### config.mk
export PLATFORM = sky130hd
export DESIGN_NAME = http_response_header_parser
export DESIGN_NICKNAME = d
export VERILOG_FILES = /design/src/sv/hrp_pkg.sv /design/src/sv/hrp_in_reg.sv /design/src/sv/hrp_core.sv /design/src/sv/hrp_out_reg.sv /design/src/sv/http_response_header_parser.sv
export SDC_FILE = /design/constraint.sdc
export NUM_CORES = 1
export LEC_CHECK = 0
export BUFFER_PORTS_ARGS = -buffer_cell sky130_fd_sc_hd__buf_2
export CAP_MARGIN = 40
export CORE_MARGIN = 2
export CORE_UTILIZATION = 52
export DETAILED_ROUTE_END_ITERATION = 7
export HOLD_SLACK_MARGIN = 0.05
export PLACE_DENSITY = 0.7
export SLEW_MARGIN = 20
export SYNTH_ARGS = -nofsm -noshare
export SYNTH_HDL_FRONTEND = slang
export SYNTH_HIERARCHICAL = 1
export SYNTH_SLANG_ARGS = --single-unit
### constraint.sdc
create_clock -name clk_i -period 13.6 [get_ports clk_i]
set_clock_uncertainty 0.2 [all_clocks]
set_input_delay 0.68 -clock clk_i [delete_from_list [all_inputs] [get_ports clk_i]]
set_output_delay 0.68 -clock clk_i [all_outputs]
set_load 0.005 [all_outputs]
### src/sv/hrp_pkg.sv
// Shared types, character codes and helper functions for the HTTP
// response header parser. No dependencies.
`default_nettype none

package hrp_pkg;

  // input and result words
  typedef struct packed {
    logic [7:0] data_byte;
    logic       end_of_buffer;
  } hrp_in_t;

  typedef struct packed {
    logic [1:0]          parse_error;
    logic signed [15:0]  status_code;
    logic signed [31:0]  content_length;
    logic [15:0]         header_bytes;
    logic [4:0]          header_lines;
  } hrp_out_t;

  // error codes
  localparam logic [1:0] ERR_OK         = 2'd0;
  localparam logic [1:0] ERR_NO_TERM    = 2'd1;
  localparam logic [1:0] ERR_NO_VERSION = 2'd2;
  localparam logic [1:0] ERR_NO_STATUS  = 2'd3;

  // characters
  localparam logic [7:0] CH_NUL   = 8'h00;
  localparam logic [7:0] CH_TAB   = 8'h09;
  localparam logic [7:0] CH_LF    = 8'h0A;
  localparam logic [7:0] CH_CR    = 8'h0D;
  localparam logic [7:0] CH_SP    = 8'h20;
  localparam logic [7:0] CH_PLUS  = 8'h2B;
  localparam logic [7:0] CH_MINUS = 8'h2D;
  localparam logic [7:0] CH_0     = 8'h30;
  localparam logic [7:0] CH_9     = 8'h39;
  localparam logic [7:0] CH_COLON = 8'h3A;
  localparam logic [7:0] CH_UC_A  = 8'h41;
  localparam logic [7:0] CH_UC_Z  = 8'h5A;
  localparam logic [7:0] CASE_GAP = 8'h20;

  // header name compare
  localparam int KEY_LEN            = 14;
  localparam int NAME_COMPARE_LIMIT = 64;
  localparam logic NAME_TAIL_CHECK  = (NAME_COMPARE_LIMIT - 1) > KEY_LEN;
  localparam logic [7:0] NAME_CNT_MAX = 8'hFF;

  // saturation limits of the magnitudes
  localparam logic [31:0] ST_CAP  = 32'd32768;
  localparam logic [31:0] LEN_CAP = 32'h8000_0000;
  localparam logic [15:0] BYTES_MAX = 16'hFFFF;

  // terminator progress codes
  localparam logic [1:0] TP_NONE   = 2'd0;
  localparam logic [1:0] TP_CR     = 2'd1;
  localparam logic [1:0] TP_CRLF   = 2'd2;
  localparam logic [1:0] TP_CRLFCR = 2'd3;

  typedef enum logic [3:0] {
    PH_PRE_VERSION,
    PH_IN_VERSION,
    PH_PRE_STATUS,
    PH_IN_STATUS,
    PH_AFTER_STATUS,
    PH_LEAD,
    PH_NAME,
    PH_VALUE,
    PH_IGNORE_LINE,
    PH_SKIP_ALL,
    PH_NO_VERSION,
    PH_NO_STATUS
  } phase_e;

  typedef enum logic [1:0] {
    NS_BEFORE,
    NS_DIGITS,
    NS_STOPPED
  } num_stage_e;

  // parser state except the line count
  typedef struct packed {
    phase_e      phase;
    logic [1:0]  term;
    logic [15:0] bytes;
    logic [15:0] st_mag;
    logic        st_neg;
    num_stage_e  nstage;
    logic [7:0]  name_cnt;
    logic        name_ok;
    logic        len_found;
    logic [31:0] len_mag;
    logic        len_neg;
    logic        done;
  } hrp_state_t;

  localparam hrp_state_t STATE_RST = '{
    phase:     PH_PRE_VERSION,
    term:      TP_NONE,
    bytes:     16'd0,
    st_mag:    16'd0,
    st_neg:    1'b0,
    nstage:    NS_BEFORE,
    name_cnt:  8'd0,
    name_ok:   1'b1,
    len_found: 1'b0,
    len_mag:   32'd0,
    len_neg:   1'b0,
    done:      1'b0
  };

  typedef struct packed {
    num_stage_e  stage;
    logic [31:0] mag;
    logic        neg;
  } num_res_t;

  // lower-case key, one character per index
  function automatic logic [7:0] key_char(logic [3:0] p);
    logic [7:0] k;
    case (p)
      4'd0:    k = 8'h63; // c
      4'd1:    k = 8'h6F; // o
      4'd2:    k = 8'h6E; // n
      4'd3:    k = 8'h74; // t
      4'd4:    k = 8'h65; // e
      4'd5:    k = 8'h6E; // n
      4'd6:    k = 8'h74; // t
      4'd7:    k = 8'h2D; // -
      4'd8:    k = 8'h6C; // l
      4'd9:    k = 8'h65; // e
      4'd10:   k = 8'h6E; // n
      4'd11:   k = 8'h67; // g
      4'd12:   k = 8'h74; // t
      4'd13:   k = 8'h68; // h
      default: k = 8'h00;
    endcase
    return k;
  endfunction

  function automatic logic is_ws(logic [7:0] c);
    return (c == CH_SP) || ((c >= CH_TAB) && (c <= CH_CR));
  endfunction

  // one character into an atoi-style number
  function automatic num_res_t num_feed(num_stage_e stage, logic [31:0] mag,
                                        logic neg, logic [7:0] c,
                                        logic [31:0] cap);
    num_res_t    r;
    logic [35:0] v;
    logic        go;
    r  = '{stage: stage, mag: mag, neg: neg};
    go = 1'b0;
    v  = (36'(mag) << 3) + (36'(mag) << 1) + 36'(c - CH_0);
    case (stage)
      NS_BEFORE: begin
        if (!is_ws(c)) begin
          if ((c == CH_PLUS) || (c == CH_MINUS)) begin
            if (c == CH_MINUS) r.neg = 1'b1;
            r.stage = NS_DIGITS;
          end else begin
            go = 1'b1;
          end
        end
      end
      NS_DIGITS: go = 1'b1;
      default: ;
    endcase
    if (go) begin
      if ((c >= CH_0) && (c <= CH_9)) begin
        r.stage = NS_DIGITS;
        r.mag   = (v > 36'(cap)) ? cap : v[31:0];
      end else begin
        r.stage = NS_STOPPED;
      end
    end
    return r;
  endfunction

  // one character of a header name
  function automatic hrp_state_t name_char(hrp_state_t x, logic [7:0] c);
    hrp_state_t r;
    logic [7:0] lc;
    r  = x;
    lc = ((c >= CH_UC_A) && (c <= CH_UC_Z)) ? (c + CASE_GAP) : c;
    if (32'(x.name_cnt) < KEY_LEN) begin
      if (lc != key_char(x.name_cnt[3:0])) r.name_ok = 1'b0;
    end else if ((c != CH_SP) && NAME_TAIL_CHECK) begin
      r.name_ok = 1'b0;
    end
    if (x.name_cnt != NAME_CNT_MAX) r.name_cnt = x.name_cnt + 8'd1;
    return r;
  endfunction

  function automatic logic [15:0] status_signed(logic [15:0] mag, logic neg);
    if (neg) return 16'd0 - mag;
    return (mag > 16'h7FFF) ? 16'h7FFF : mag;
  endfunction

  function automatic logic [31:0] length_signed(logic [31:0] mag, logic neg);
    if (neg) return 32'd0 - mag;
    return (mag > 32'h7FFF_FFFF) ? 32'h7FFF_FFFF : mag;
  endfunction

endpackage

`default_nettype wire

### src/sv/hrp_in_reg.sv
// Input register of the header parser: holds one accepted byte word.
// Depends on hrp_pkg.
`default_nettype none

module hrp_in_reg (
  input  wire logic            clk_i,
  input  wire logic            rst_ni,
  input  wire logic            in_valid_i,
  output logic                 in_stall_o,
  input  wire hrp_pkg::hrp_in_t in_data_i,
  input  wire logic            adv_i,
  output logic                 q_valid_o,
  output hrp_pkg::hrp_in_t     q_data_o
);
  import hrp_pkg::*;

  logic    valid_q, valid_d;
  hrp_in_t data_q;
  logic    take;

  // a held word blocks the port until the core consumes it
  assign in_stall_o = valid_q && !adv_i;
  assign take       = in_valid_i && !in_stall_o;

  always_comb begin
    valid_d = valid_q;
    if (take)       valid_d = 1'b1;
    else if (adv_i) valid_d = 1'b0;
  end

  always_ff @(posedge clk_i or negedge rst_ni) begin
    if (!rst_ni) begin
      valid_q <= 1'b0;
    end else begin
      valid_q <= valid_d;
    end
  end

  always_ff @(posedge clk_i) begin
    if (take) data_q <= in_data_i;
  end

  assign q_valid_o = valid_q;
  assign q_data_o  = data_q;

endmodule

`default_nettype wire

### src/sv/hrp_core.sv
// Parser state and per-byte next-state logic; builds the result word.
// Depends on hrp_pkg.
`default_nettype none

module hrp_core #(
  parameter int MAX_HEADER_LINES = 16
) (
  input  wire logic             clk_i,
  input  wire logic             rst_ni,
  input  wire logic             step_i,
  input  wire hrp_pkg::hrp_in_t byte_i,
  output logic                  res_valid_o,
  output hrp_pkg::hrp_out_t     res_o
);
  import hrp_pkg::*;

  localparam int LcW = $clog2(MAX_HEADER_LINES + 1);

  typedef struct packed {
    hrp_state_t     s;
    logic [LcW-1:0] lines;
  } ctx_t;

  hrp_state_t     st_q;
  logic [LcW-1:0] lines_q;
  ctx_t           cur, nxt;
  logic           emit, pend;
  logic [1:0]     err;
  logic [7:0]     c;
  logic [31:0]    lines_ext;

  function automatic ctx_t start_header_line(ctx_t x);
    ctx_t r;
    r = x;
    if (x.lines >= LcW'(MAX_HEADER_LINES)) begin
      r.s.phase = PH_SKIP_ALL;
    end else begin
      r.s.phase    = PH_LEAD;
      r.s.name_cnt = 8'd0;
      r.s.name_ok  = 1'b1;
    end
    return r;
  endfunction

  function automatic ctx_t line_break(ctx_t x);
    ctx_t r;
    r = x;
    case (x.s.phase) inside
      PH_PRE_VERSION:                r.s.phase = PH_NO_VERSION;
      PH_IN_VERSION, PH_PRE_STATUS:  r.s.phase = PH_NO_STATUS;
      PH_IN_STATUS, PH_AFTER_STATUS, PH_LEAD, PH_NAME, PH_VALUE,
      PH_IGNORE_LINE:                r = start_header_line(x);
      default: ;
    endcase
    return r;
  endfunction

  // colon closes the name: first matching name opens the value
  function automatic ctx_t colon_seen(ctx_t x);
    ctx_t r;
    r = x;
    r.lines = LcW'(x.lines + 1'b1);
    if (!x.s.len_found && x.s.name_ok && (32'(x.s.name_cnt) >= KEY_LEN)) begin
      r.s.len_found = 1'b1;
      r.s.len_mag   = 32'd0;
      r.s.len_neg   = 1'b0;
      r.s.nstage    = NS_BEFORE;
      r.s.phase     = PH_VALUE;
    end else begin
      r.s.phase = PH_IGNORE_LINE;
    end
    return r;
  endfunction

  // one character through the phase machine
  function automatic ctx_t feed(ctx_t x, logic [7:0] ch);
    ctx_t     r;
    num_res_t n;
    r = x;
    n = '{stage: x.s.nstage, mag: x.s.len_mag, neg: x.s.len_neg};
    case (x.s.phase) inside
      PH_PRE_VERSION: if (ch != CH_SP) r.s.phase = PH_IN_VERSION;
      PH_IN_VERSION:  if (ch == CH_SP) r.s.phase = PH_PRE_STATUS;
      PH_PRE_STATUS, PH_IN_STATUS: begin
        if (ch == CH_SP) begin
          if (x.s.phase == PH_IN_STATUS) r.s.phase = PH_AFTER_STATUS;
        end else begin
          r.s.phase  = PH_IN_STATUS;
          n          = num_feed(x.s.nstage, 32'(x.s.st_mag), x.s.st_neg, ch, ST_CAP);
          r.s.nstage = n.stage;
          r.s.st_mag = n.mag[15:0];
          r.s.st_neg = n.neg;
        end
      end
      PH_LEAD: begin
        if (ch == CH_COLON) begin
          r = colon_seen(x);
        end else if (ch != CH_SP) begin
          r.s       = name_char(x.s, ch);
          r.s.phase = PH_NAME;
        end
      end
      PH_NAME: begin
        if (ch == CH_COLON) r = colon_seen(x);
        else                r.s = name_char(x.s, ch);
      end
      PH_VALUE: begin
        n           = num_feed(x.s.nstage, x.s.len_mag, x.s.len_neg, ch, LEN_CAP);
        r.s.nstage  = n.stage;
        r.s.len_mag = n.mag;
        r.s.len_neg = n.neg;
      end
      default: ;
    endcase
    return r;
  endfunction

  assign c = byte_i.data_byte;

  // next state for the word in the input register
  always_comb begin
    cur  = '{s: st_q, lines: lines_q};
    nxt  = cur;
    emit = 1'b0;
    err  = ERR_NO_TERM;
    pend = (cur.s.term == TP_CR) || (cur.s.term == TP_CRLFCR);
    if (!cur.s.done) begin
      if (c == CH_NUL) begin
        emit       = 1'b1;
        nxt.s.done = 1'b1;
      end else begin
        if (cur.s.bytes != BYTES_MAX) nxt.s.bytes = cur.s.bytes + 16'd1;
        if ((c == CH_LF) && (cur.s.term == TP_CRLFCR)) begin
          emit       = 1'b1;
          nxt.s.done = 1'b1;
          case (cur.s.phase) inside
            PH_PRE_VERSION, PH_NO_VERSION:               err = ERR_NO_VERSION;
            PH_IN_VERSION, PH_PRE_STATUS, PH_NO_STATUS:  err = ERR_NO_STATUS;
            default:                                     err = ERR_OK;
          endcase
        end else begin
          // a CR held back from the last word is either a line break or text
          if (pend) begin
            if (c == CH_LF) nxt = line_break(nxt);
            else            nxt = feed(nxt, CH_CR);
          end
          if ((c != CH_CR) && !(pend && (c == CH_LF))) nxt = feed(nxt, c);
          if (c == CH_CR)
            nxt.s.term = (cur.s.term == TP_CRLF) ? TP_CRLFCR : TP_CR;
          else if ((c == CH_LF) && (cur.s.term == TP_CR))
            nxt.s.term = TP_CRLF;
          else
            nxt.s.term = TP_NONE;
          if (byte_i.end_of_buffer) emit = 1'b1;
        end
      end
    end
  end

  // result word
  assign lines_ext = 32'(nxt.lines);

  always_comb begin
    res_o.parse_error    = err;
    res_o.status_code    = 16'hFFFF;
    res_o.content_length = 32'hFFFF_FFFF;
    res_o.header_bytes   = 16'd0;
    res_o.header_lines   = 5'd0;
    if (err != ERR_NO_TERM) res_o.header_bytes = nxt.s.bytes;
    if (err == ERR_OK) begin
      res_o.status_code = status_signed(nxt.s.st_mag, nxt.s.st_neg);
      if (nxt.s.len_found)
        res_o.content_length = length_signed(nxt.s.len_mag, nxt.s.len_neg);
      res_o.header_lines = lines_ext[4:0];
    end
  end

  assign res_valid_o = step_i && emit;

  // state register; last byte of a buffer restarts the parser
  always_ff @(posedge clk_i or negedge rst_ni) begin
    if (!rst_ni) begin
      st_q    <= STATE_RST;
      lines_q <= '0;
    end else if (step_i) begin
      if (byte_i.end_of_buffer) begin
        st_q    <= STATE_RST;
        lines_q <= '0;
      end else begin
        st_q    <= nxt.s;
        lines_q <= nxt.lines;
      end
    end
  end

endmodule

`default_nettype wire

### src/sv/hrp_out_reg.sv
// Result register of the header parser; generates the advance strobe.
// Depends on hrp_pkg.
`default_nettype none

module hrp_out_reg (
  input  wire logic              clk_i,
  input  wire logic              rst_ni,
  input  wire logic              out_stall_i,
  input  wire logic              res_valid_i,
  input  wire hrp_pkg::hrp_out_t res_i,
  output logic                   adv_o,
  output logic                   out_valid_o,
  output hrp_pkg::hrp_out_t      out_data_o
);
  import hrp_pkg::*;

  logic     valid_q, valid_d;
  hrp_out_t data_q;

  // free, or being taken this cycle
  assign adv_o = !valid_q || !out_stall_i;

  always_comb begin
    valid_d = valid_q;
    if (adv_o) valid_d = res_valid_i;
  end

  always_ff @(posedge clk_i or negedge rst_ni) begin
    if (!rst_ni) begin
      valid_q <= 1'b0;
    end else begin
      valid_q <= valid_d;
    end
  end

  always_ff @(posedge clk_i) begin
    if (adv_o && res_valid_i) data_q <= res_i;
  end

  assign out_valid_o = valid_q;
  assign out_data_o  = data_q;

endmodule

`default_nettype wire

### src/sv/http_response_header_parser.sv
// HTTP response header parser, one byte word per cycle sustained unless the output
// side stalls. The byte ending a result is held in the input register, and the parser
// logic writes the result into the result register, which drives out_valid_o.
// The input stalls only while a result waits in the output register and the
// output side stalls. Asynchronous active-low reset returns the parser to the
// start of a status line; there is no clearing pass.
`default_nettype none

module http_response_header_parser #(
  parameter int MAX_HEADER_LINES = 16
) (
  input  wire logic              clk_i,
  input  wire logic              rst_ni,
  input  wire logic              in_valid_i,
  output logic                   in_stall_o,
  input  wire hrp_pkg::hrp_in_t  in_data_i,
  output logic                   out_valid_o,
  input  wire logic              out_stall_i,
  output hrp_pkg::hrp_out_t      out_data_o
);
  import hrp_pkg::*;

  logic     adv, q_valid, step, res_valid;
  hrp_in_t  q_data;
  hrp_out_t res;

  assign step = q_valid && adv;

  hrp_in_reg u_in (
    .clk_i      (clk_i),
    .rst_ni     (rst_ni),
    .in_valid_i (in_valid_i),
    .in_stall_o (in_stall_o),
    .in_data_i  (in_data_i),
    .adv_i      (adv),
    .q_valid_o  (q_valid),
    .q_data_o   (q_data)
  );

  hrp_core #(
    .MAX_HEADER_LINES (MAX_HEADER_LINES)
  ) u_core (
    .clk_i       (clk_i),
    .rst_ni      (rst_ni),
    .step_i      (step),
    .byte_i      (q_data),
    .res_valid_o (res_valid),
    .res_o       (res)
  );

  hrp_out_reg u_out (
    .clk_i       (clk_i),
    .rst_ni      (rst_ni),
    .out_stall_i (out_stall_i),
    .res_valid_i (res_valid),
    .res_i       (res),
    .adv_o       (adv),
    .out_valid_o (out_valid_o),
    .out_data_o  (out_data_o)
  );

endmodule

`default_nettype wire

==> metrics.txt, run 1 <==
status=finished clean; CTS sink count=172; max-cap violations=0; post-synthesis sequential area ratio=a little under a third; min cycle time layout=7710 ps; number of synthesized flops with an enable pin=80; layout cells sized above 1=between 10% and 20%; CTS tree=yes; Sw Pwr=341 uW; post-place setup slack=~6000 ps; critical path data arrival time=~7700 ps; Max Freq=roughly 130 MHz; Clock Path Buffers=2; initial antenna violation count=0; final hold viol count=0; worst-path maximum fanout=43; global route overflow=0; top_reg_cell synth=dfrtp_1; ys async rst share=~53%; Final Instance Area=0.0165 mm^2; RD Place Congestion=approximately 0.94; synthesized area=about 0.015 mm^2; Antenna Cells=0; First-pass DRT Iterations=6; core region area=roughly 0.029 mm^2; Final Instance Count excl. Fillers=about 2,100; Die ar.=between 0.03 and 0.04 mm^2; Rel. slew slack=37.6%; post-DP HPWL=roughly 32,000 um; CTS Buf Count=17; H-tree depth=4; Sequential Power Share=between 40% and 50%; Core Util, Final=between 50% and 60%; clk root buf=clkbuf_16; Rows=a little over 60; Int Pwr=around 960 uW; gate count of the mapped netlist=approximately 1,700; Sw Ratio=between 20% and 30%; final wirelength=between 40,000 and 50,000 um; IO Port Bufs=85; Placed Instance Area=between 0.015 and 0.02 mm^2; Worst VDD drop=0.0637 mV; total power=1.30 mW; wire length per cell=20.3 um; post_cts resized=0; WP data required=around 14,000 ps; max-slew violation count=0; min-delay worst type=primary input to register; DRC=0; worst setup margin=just under 6000 ps; Hold Slack=around 210 ps; Total GRT Usage=between 20 and 30%; synth top area cells=edfxtp_1, dfrtp_1, ha_1; I/O pin count=86; Distinct cells, synth=~100; setup TNS=0 ps; die height=~170 um; final worst-path cycle share=56.7%; DP Cell Count=between 2,000 and 2,500; type of origin of the critical path=register; register bit total from synthesis=about 170; clock power share=between 40% and 50%; clk slew on worst S/H paths=about 70 ps; Setup-failing EPs final=0; largest net degree at the start of global routing=63; pwr/cell area=78.8 mW/mm^2; worst slew pin tran=912 ps; Synth top cells by count=nand2_1, nor2_1, a21oi_1; combinational power share=12.3%; drt via density=about 6.5; Post-Syn Nets=approximately 1,800; Worst-Skew Late Latency=between 400 and 500 ps; Leak Pwr=roughly 6.5 nW; DRT antenna net count=0; overall via count from detail_route=13,800; synth warn=6; Starting Density=between 50% and 60%; first-pass GRT wire length=approximately 70,000 um; area share of the largest cell type after synthesis=approximately 16%; area grow syn2layout=10.0%; Crit Path Class=register to register; DR iter-0 viols=around 1,400; Worst setup EP type=register; Synth Area per Inst=8.89 um^2; top-count cell post-synth=nand2_1; Synth area leader=edfxtp_1; vias in the first global route=between 10,000 and 15,000; die width=between 150 and 200 um; unrepaired setup endpoints after global routing=false; Total Nets Final=roughly 1,900
sequential cells by signal, indices dropped and copies added (netlist names):
signal	cells
u_out/out_valid_o	1
u_in/q_valid_o	1
u_core/lines_q	5
u_in/q_data_o	9
u_out/out_data_o	71
u_core/cur	85
worst max-delay path, cell delays in order, from the launching register on:
cell,delay (ps)
edfxtp_1,500
ha_1,310
nor3_2,130
buf_4,580
fa_1,540
ha_1,470
nand2_1,150
nor4_1,610
a211oi_1,200
a211oi_1,410
a211oi_1,110
xnor2_1,250
a2111oi_2,70
buf_2,210
nand2_2,220
nor3_2,80
a22oi_1,420
ha_1,310
inv_1,90
a2111oi_0,300
o41ai_1,220
nor3_2,230
nand4_1,230
nor3_1,330
a21o_1,180
a21oi_1,70
power by group through the flow:
stage	Combinational (mW)	Clock [mW]	Sequential [mW]
after global placement	0.149	0	0.578
final	0.159	0.571	0.567
after floorplan	0.108	0	0.573
after CTS	0.157	0.580	0.567
after global routing	0.175	0.598	0.569
after detailed placement	0.156	0	0.578
layout make-up:
class	instances	area [um^2]
well taps	384	480
multi-input cells	1386	9770
inverters	44	165
clock buffers	18	429
clock inverters	14	250
fillers	2629	12100
repair buffers	110	681
flip-flops and latches	172	4710
final timing paths:
kind / startpoint / cells after the start / endpoint / slack (ps)
worst max-delay path: u_in/q_data_o[6] / 25 / u_out/out_data_o[49] / 5890
worst min-delay path: in_data_i[3] / 1 / u_in/q_data_o[3] / 210
max in group asynchronous: rst_ni / 4 / u_core/cur[40] / 11730
min in group asynchronous: rst_ni / 2 / u_core/cur[46] / 520
worst max register to register: u_in/q_data_o[6] / 25 / u_out/out_data_o[49] / 5890
worst min register to register: u_core/cur[40] / 2 / u_core/cur[40] / 260
kinds of logic after synthesis:
group / share of synthesized area, %
compound gates: 27.0
xor+xnor: 5.09
fa+ha+maj: 13.0
buf+inv: 3.50
flops: 31.4
mux: 0.493
simple gates: 19.5
layout by cell type (no fill, tap or decap), drive strengths merged, types with 18 or more instances in the layout:
cell,synthesis,layout
dfrtp,91,91
o21a,19,19
clkbuf,65,18
a211oi,24,24
xor2,37,37
and3,24,24
nor3,53,53
o31ai,26,26
buf,17,109
o21ai,141,141
o2bb2ai,35,35
nand2,149,149
a21o,27,27
edfxtp,80,80
fa,46,46
inv,44,50
xnor2,50,50
nand2b,20,20
a22oi,34,34
nand4,33,33
a22o,24,24
nand3,46,46
a21oi,123,123
ha,81,81
nor2,134,134
a31oi,18,18
layer usage:
metal / part of all wire (%) / track usage, % / vias to the layer above
met4: 2.4 / 9.38 / 0
li1: - / - / 6489
met5: 0 / 0 / -
met3: 6.2 / 4.32 / 72
met2: 47 / 46.3 / 520
met1: 44 / 40.1 / 6698
what timing repair did:
item                      4_1_cts  5_1_grt
setup buffers                   0        0
hold buffers                    1        0
hold endpoints to repair       30        0
No activity file was read; power rests on OpenSTA's default activity.
==> run 2: changes to the inputs <==
==> constraint.sdc (replaced) <==
create_clock -name clk_i -period 7.1 [get_ports clk_i]
set_clock_uncertainty 0.2 [all_clocks]
set_input_delay 0.355 -clock clk_i [delete_from_list [all_inputs] [get_ports clk_i]]
set_output_delay 0.355 -clock clk_i [all_outputs]
set_load 0.005 [all_outputs]
==> run 2 against run 1 <==
Cell count up 1.3%. Worst setup slack worse by 5600 ps. Utilization up 1.0 points. Via count up 1.4%. First-iteration DRC count down 1.4%. Sequential share of layout area down 0.49 points. Global-route usage up 0.22 points. Design area up 1.7%.
==> metrics.txt, run 2 (same netlist as run 1, synthesis figures left out) <==
overall via count from detail_route=around 14,000; drt via density=between 6 and 7; I/O pin count=86; max-cap violations=0; Antenna Cells=0; final wirelength=43,900 um; max incr delay on CP=~510 ps; initial antenna violation count=0; Core Util, Final=between 50 and 60%; crit-path leading delay family=compound AO/OA/AOI/OAI gates; die height=around 170 um; Worst VDD drop=approximately 0.13 mV; unrepaired setup endpoints after global routing=false; RD Place Congestion=a little under 1; total power=2.35 mW; layout cells sized above 1=between 10% and 20%; Setup-failing EPs final=0; Leak Pwr=6.67 nW; status=finished clean; CTS Buf Count=17; Clock Path Buffers=2; critical path data arrival time=roughly 6800 ps; max reg flops=85; final hold viol count=0; Starting Density=a little over half; worst path cell trace=ha_4, nor3_4, buf_12, fa_1, ha_1, a21oi_2, o21ai_0, a221oi_2, nand2_1, a41oi_1, xor2_1, nand4_1, o41a_1, buf_4, or2_1, o31ai_2, nor4_2, and2_4, a211oi_1, a21oi_1; DR iter-0 viols=1,379; DRC=0; min-delay worst type=primary input to async pin; largest net degree at the start of global routing=between 50 and 60; post-DP HPWL=32,400 um; clk root buf=clkbuf_16; most common cell after layout, fill and taps aside=nand2_1; Max Freq=about 150 MHz; WP data required=7060 ps; Worst-Skew Late Latency=about 450 ps; First-pass DRT Iterations=5; Rows=between 60 and 70; min cycle time layout=~6800 ps; clk slew on worst S/H paths=about 70 ps; CP bufs+invs=2; wire length per cell=20.4 um; Crit Path Class=register to register; CTS tree=yes; CP max-delay cell=edfxtp_1; core region area=approximately 0.029 mm^2; max-slew violation count=0; die width=about 170 um; worst slew pin tran=roughly 860 ps; final worst-path cycle share=96.3%; Final Instance Count excl. Fillers=about 2,200; Total Nets Final=roughly 1,900; Die ar.=between 0.03 and 0.04 mm^2; commonest cells after routing, fill and taps aside=nand2_1, nor2_1, a21oi_1; first-pass GRT wire length=approximately 71,000 um; global route overflow=0; H-tree depth=4; area grow syn2layout=11.9%; CTS sink count=approximately 170; Worst setup EP type=register; IO Port Bufs=85; Rel. slew slack=between 40% and 50%; vias in the first global route=13,100; # fillers=roughly 2,600; DRT antenna net count=0; worst-path maximum fanout=43; DP Cell Count=between 2,000 and 2,500; R2R Setup Slk=about 260 ps; pwr/cell area=140 mW/mm^2; type of origin of the critical path=register; Total GRT Usage=29.0%
## run 2: cell count changes in the layout (fill, tap and decap cells not counted), moves of 5 or more
cell / change
bufinv_16: -6
a21oi_1: -5
dlygate4sd3_1: +11
buf_4: +16
a21oi_2: +5
## run 2: final timing paths
| kind | from | endpoint | cells past startpoint |
|---|---|---|---|
| setup reg to reg | u_in/q_data_o[6] | u_out/out_data_o[46] | 20 |
| max in group asynchronous | rst_ni | u_core/cur[61] | 3 |
| setup / recovery | u_in/q_data_o[6] | u_out/out_data_o[46] | 20 |
| min in group clk_i | u_core/cur[40] | u_core/cur[40] | 2 |
| hold / removal | rst_ni | u_core/cur[45] | 2 |
| hold reg to reg | u_core/cur[40] | u_core/cur[40] | 2 |
## run 2: timing repair
item                                   in CTS  in global routing
endpoints found under the hold margin      51                  0
hold buffers                               12                  0
resized for setup                           0                  4
setup buffers                               0                  5
setup endpoints to repair                   0                 17
## run 2: final cells by class
cell class / instances / area (um^2) / share of cell area, %
flip-flops and latches: 172 / 4710 / 28.1
clock inverters: 14 / 151 / 0.903
clock buffers: 18 / 439 / 2.62
repair buffers: 138 / 912 / 5.44
inverters: 44 / 165 / 0.985
well taps: 384 / 480 / 2.87
multi-input cells: 1386 / 9910 / 59.1
## run 2: worst register-to-register path, delay by kind of cell, from the launching register on
kind	cells	cell delay [ps]
xor+xnor	1	360
fa+ha+maj	3	1130
simple gates	6	1410
buf+inv	2	510
flops	1	510
compound gates	8	2450
## run 2: report_power, final
| part | leakage [nW] | total [mW] | internal [mW] | switching, mW |
|---|---|---|---|---|
| registers | 1.86 | 1.08 | 1.06 | 0.0188 |
| clock network | 0.288 | 0.945 | 0.480 | 0.465 |
| logic | 4.52 | 0.327 | 0.110 | 0.216 |
## run 2: metrics by stage
stage	hold slack, ps	setup TNS [ps]	area, um^2	worst slack [ps]
after floorplan	-141	-90.6	15100	-46.4
after global placement	193	0	15900	281
after detailed placement	198	0	16000	213
after CTS	263	0	16700	170
after global routing	282	0	16800	0.987
final	250	0	16800	260
## run 2: per-layer routing
metal,GRT usage (%),up-vias,share of wire (%)
li1,-,6555,-
met1,41.0,6788,45
met2,45.9,542,47
met3,3.51,88,5.9
met4,10.9,0,3.0
met5,0,-,0
==> run 3: changes to the inputs <==
--- a/config.mk
+++ b/config.mk
@@ -9,11 +9,11 @@
 export CAP_MARGIN = 40
 export CORE_MARGIN = 2
 export CORE_UTILIZATION = 52
+export CTS_BUF_LIST = sky130_fd_sc_hd__clkbuf_16
 export DETAILED_ROUTE_END_ITERATION = 7
 export HOLD_SLACK_MARGIN = 0.05
 export PLACE_DENSITY = 0.7
 export SLEW_MARGIN = 20
 export SYNTH_ARGS = -nofsm -noshare
 export SYNTH_HDL_FRONTEND = slang
-export SYNTH_HIERARCHICAL = 1
 export SYNTH_SLANG_ARGS = --single-unit
==> run 3 against run 2 <==
Sequential share of layout area shrank 1.7 points. Design area grew 6.4%. Worst setup slack lost 40 ps. Die area grew 6.2%.
==> metrics.txt, run 3 <==
post-synthesis sequential area ratio=29.5%; ys async rst share=between 50 and 60%; CP max-delay cell=edfxtp_1; die height=roughly 180 um; DP Cell Count=around 2,300; # fillers=~2,700; Starting Density=between 50 and 60%; critical path data arrival time=6880 ps; DRC=0; top_reg_cell synth=dfrtp_1; Final Instance Area=about 0.018 mm^2; overall via count from detail_route=around 16,000; max reg flops=85; Crit path top cell by count=a21oi_1; number of synthesized flops with an enable pin=80; area grow syn2layout=12.0%; synth warn=0; drt via density=roughly 6.5; Setup-failing EPs final=0; Antenna Cells=0; Final Instance Count excl. Fillers=about 2,400; pwr/cell area=between 100 and 150 mW/mm^2; Placed Instance Area=between 0.015 and 0.02 mm^2; min-delay worst type=primary input to async pin; main combinational cell family by area after synthesis=compound AO/OA/AOI/OAI gates; area of the multi-input gates=0.0107 mm^2; setup TNS=0 ps; total power=approximately 2.7 mW; post-DP HPWL=36,500 um; I/O pin count=86; worst slew pin tran=roughly 850 ps; max-cap violations=0; post-synthesis xor/xnor area fraction=just under 6%; H-tree depth=4; Worst setup EP type=register; most common cell after layout, fill and taps aside=nand2_1; final worst-path cycle share=between 90% and 100%; Synth top cells by count=nand2_1, nor2_1, o21ai_0; CTS Buf Count=17; final hold viol count=0; clk root buf=clkbuf_16; Rows=between 60 and 70; Total GRT Usage=30.6%; clk slew on worst S/H paths=around 70 ps; WP data required=about 7100 ps; initial antenna violation count=0; type of origin of the critical path=register; synth top area cells=edfxtp_1, dfrtp_1, ha_1; layout cells sized above 1=between 10% and 20%; global route overflow=0; Leak Pwr=7.28 nW; CTS sink count=between 150 and 200; wire length per cell=slightly above 20 um; register bit total from synthesis=approximately 170; worst r2r path cells=26; min cycle time layout=~6900 ps; Clock Path Buffers=2; Worst-Skew Late Latency=approximately 450 ps; vias in the first global route=approximately 15,000; register area=0.00471 mm^2; Synth area leader=edfxtp_1; area share of the largest cell type after synthesis=15.1%; DR iter-0 viols=~1,800; CTS tree=yes; first-pass GRT wire length=slightly below 80,000 um; die width=~180 um; Post-Synth Simple-Gate Area=between 20 and 25%; top-count cell post-synth=nand2_1; Max Freq=145 MHz; DRT antenna net count=0; Crit Path Class=register to register; status=finished clean; Hold Slack=around 160 ps; Worst VDD drop=between 0.15 and 0.2 mV; post-synthesis mux area share=between 1 and 1.5%; final wirelength=48,900 um; Total Nets Final=approximately 2,100; gate count of the mapped netlist=1,913; Post-Syn Nets=around 2,000; First-pass DRT Iterations=6; IO Port Bufs=85; Die ar.=roughly 0.032 mm^2; synthesized area=between 0.015 and 0.02 mm^2; max incr delay on CP=about 500 ps; largest net degree at the start of global routing=54; post-synthesis compound-gate area fraction=between 20% and 30%; worst-path maximum fanout=9; R2R Setup Slk=around 220 ps; core region area=around 0.03 mm^2; Rel. slew slack=43.0%; commonest cells after routing, fill and taps aside=nand2_1, nor2_1, o21ai_0; Synth Area per Inst=between 8 and 9 um^2; max-slew violation count=0; Distinct cells, synth=94; RD Place Congestion=0.990; adder-cell share of the synthesized area=a little under an eighth
run 3: changes by cell type in the layout (fill, tap and decap cells not counted), sizes merged, moves of 12 or more:
| cell | previous run | this run |
|---|---|---|
| o2bb2ai | 35 | 2 |
| nand2 | 149 | 227 |
| nor2 | 134 | 161 |
| buf | 124 | 152 |
| ha | 81 | 94 |
| fa | 46 | 33 |
| inv | 51 | 75 |
| o21ai | 141 | 158 |
| a21o | 27 | 39 |
| xnor2 | 50 | 63 |
| a22o | 24 | 39 |
| a22oi | 34 | 15 |
run 3: worst paths after layout:
path,endpoint,startpoint
max,u_out.out_data_o[47],u_in.q_data_o[6]
min,u_core.cur[47],rst_ni
max reg2reg,u_out.out_data_o[47],u_in.q_data_o[6]
min reg2reg,u_core.cur[6],u_core.cur[6]
max in group asynchronous,u_core.cur[7],rst_ni
min in group clk_i,u_core.cur[6],u_core.cur[6]
run 3: repair_timing:
item                       CTS  global route
gates resized for setup      3            28
pin swaps                    0             8
hold endpoints to repair    37             0
buffers inserted             0             8
hold buffers                13             0
setup endpoints to repair    7            29
run 3: routing by layer:
| layer | share of wire, % | wire length, um | GRT usage, % | vias to the layer above |
|---|---|---|---|---|
| li1 | - | - | - | 7274 |
| met1 | 44 | 21500 | 43.3 | 7527 |
| met4 | 2.4 | 1170 | 8.91 | 0 |
| met5 | 0 | 0 | 0 | - |
| met3 | 7.5 | 3670 | 3.37 | 105 |
| met2 | 46 | 22700 | 49.4 | 745 |
run 3: cell families (layout without fill, tap and decap cells):
group / after synthesis / in the layout
multiplexers: 20 / 20
adder cells (fa/ha/maj): 127 / 127
AND/OR/NAND/NOR: 697 / 697
AO/OA/AOI/OAI: 623 / 623
XOR/XNOR: 105 / 105
buffers and inverters: 169 / 266
flip-flops: 172 / 172
run 3: metrics by stage:
step	setup WS, ps	utilization [%]
after floorplan	-208	-
after global placement	202	55.8
after detailed placement	-26.6	55.9
after CTS	43.4	58.3
after global routing	-12.5	58.8
final	220	58.8
run 3: worst max-delay path, delay by kind of cell, from the launching register on:
family / cells / cell delay, ps
AND/OR/NAND/NOR: 6 / 860
buffers and inverters: 3 / 350
adder cells (fa/ha/maj): 4 / 1270
flip-flops: 1 / 510
XOR/XNOR: 2 / 510
AO/OA/AOI/OAI: 11 / 2920
run 3: final cells by class:
class | instances | share of cell area [%]
multi-input combinational | 1572 | 59.9
clock inverter | 15 | 1.00
clock buffer | 17 | 2.38
timing repair buffer | 167 | 6.11
inverter | 67 | 1.41
sequential | 172 | 26.4
tap | 396 | 2.78
run 3: report_power, final:
| part | total (mW) | switching (mW) | internal, mW | leakage [nW] |
|---|---|---|---|---|
| sequential | 1.10 | 0.0279 | 1.07 | 1.85 |
| clock | 0.989 | 0.457 | 0.532 | 0.292 |
| combinational | 0.562 | 0.372 | 0.191 | 5.14 |
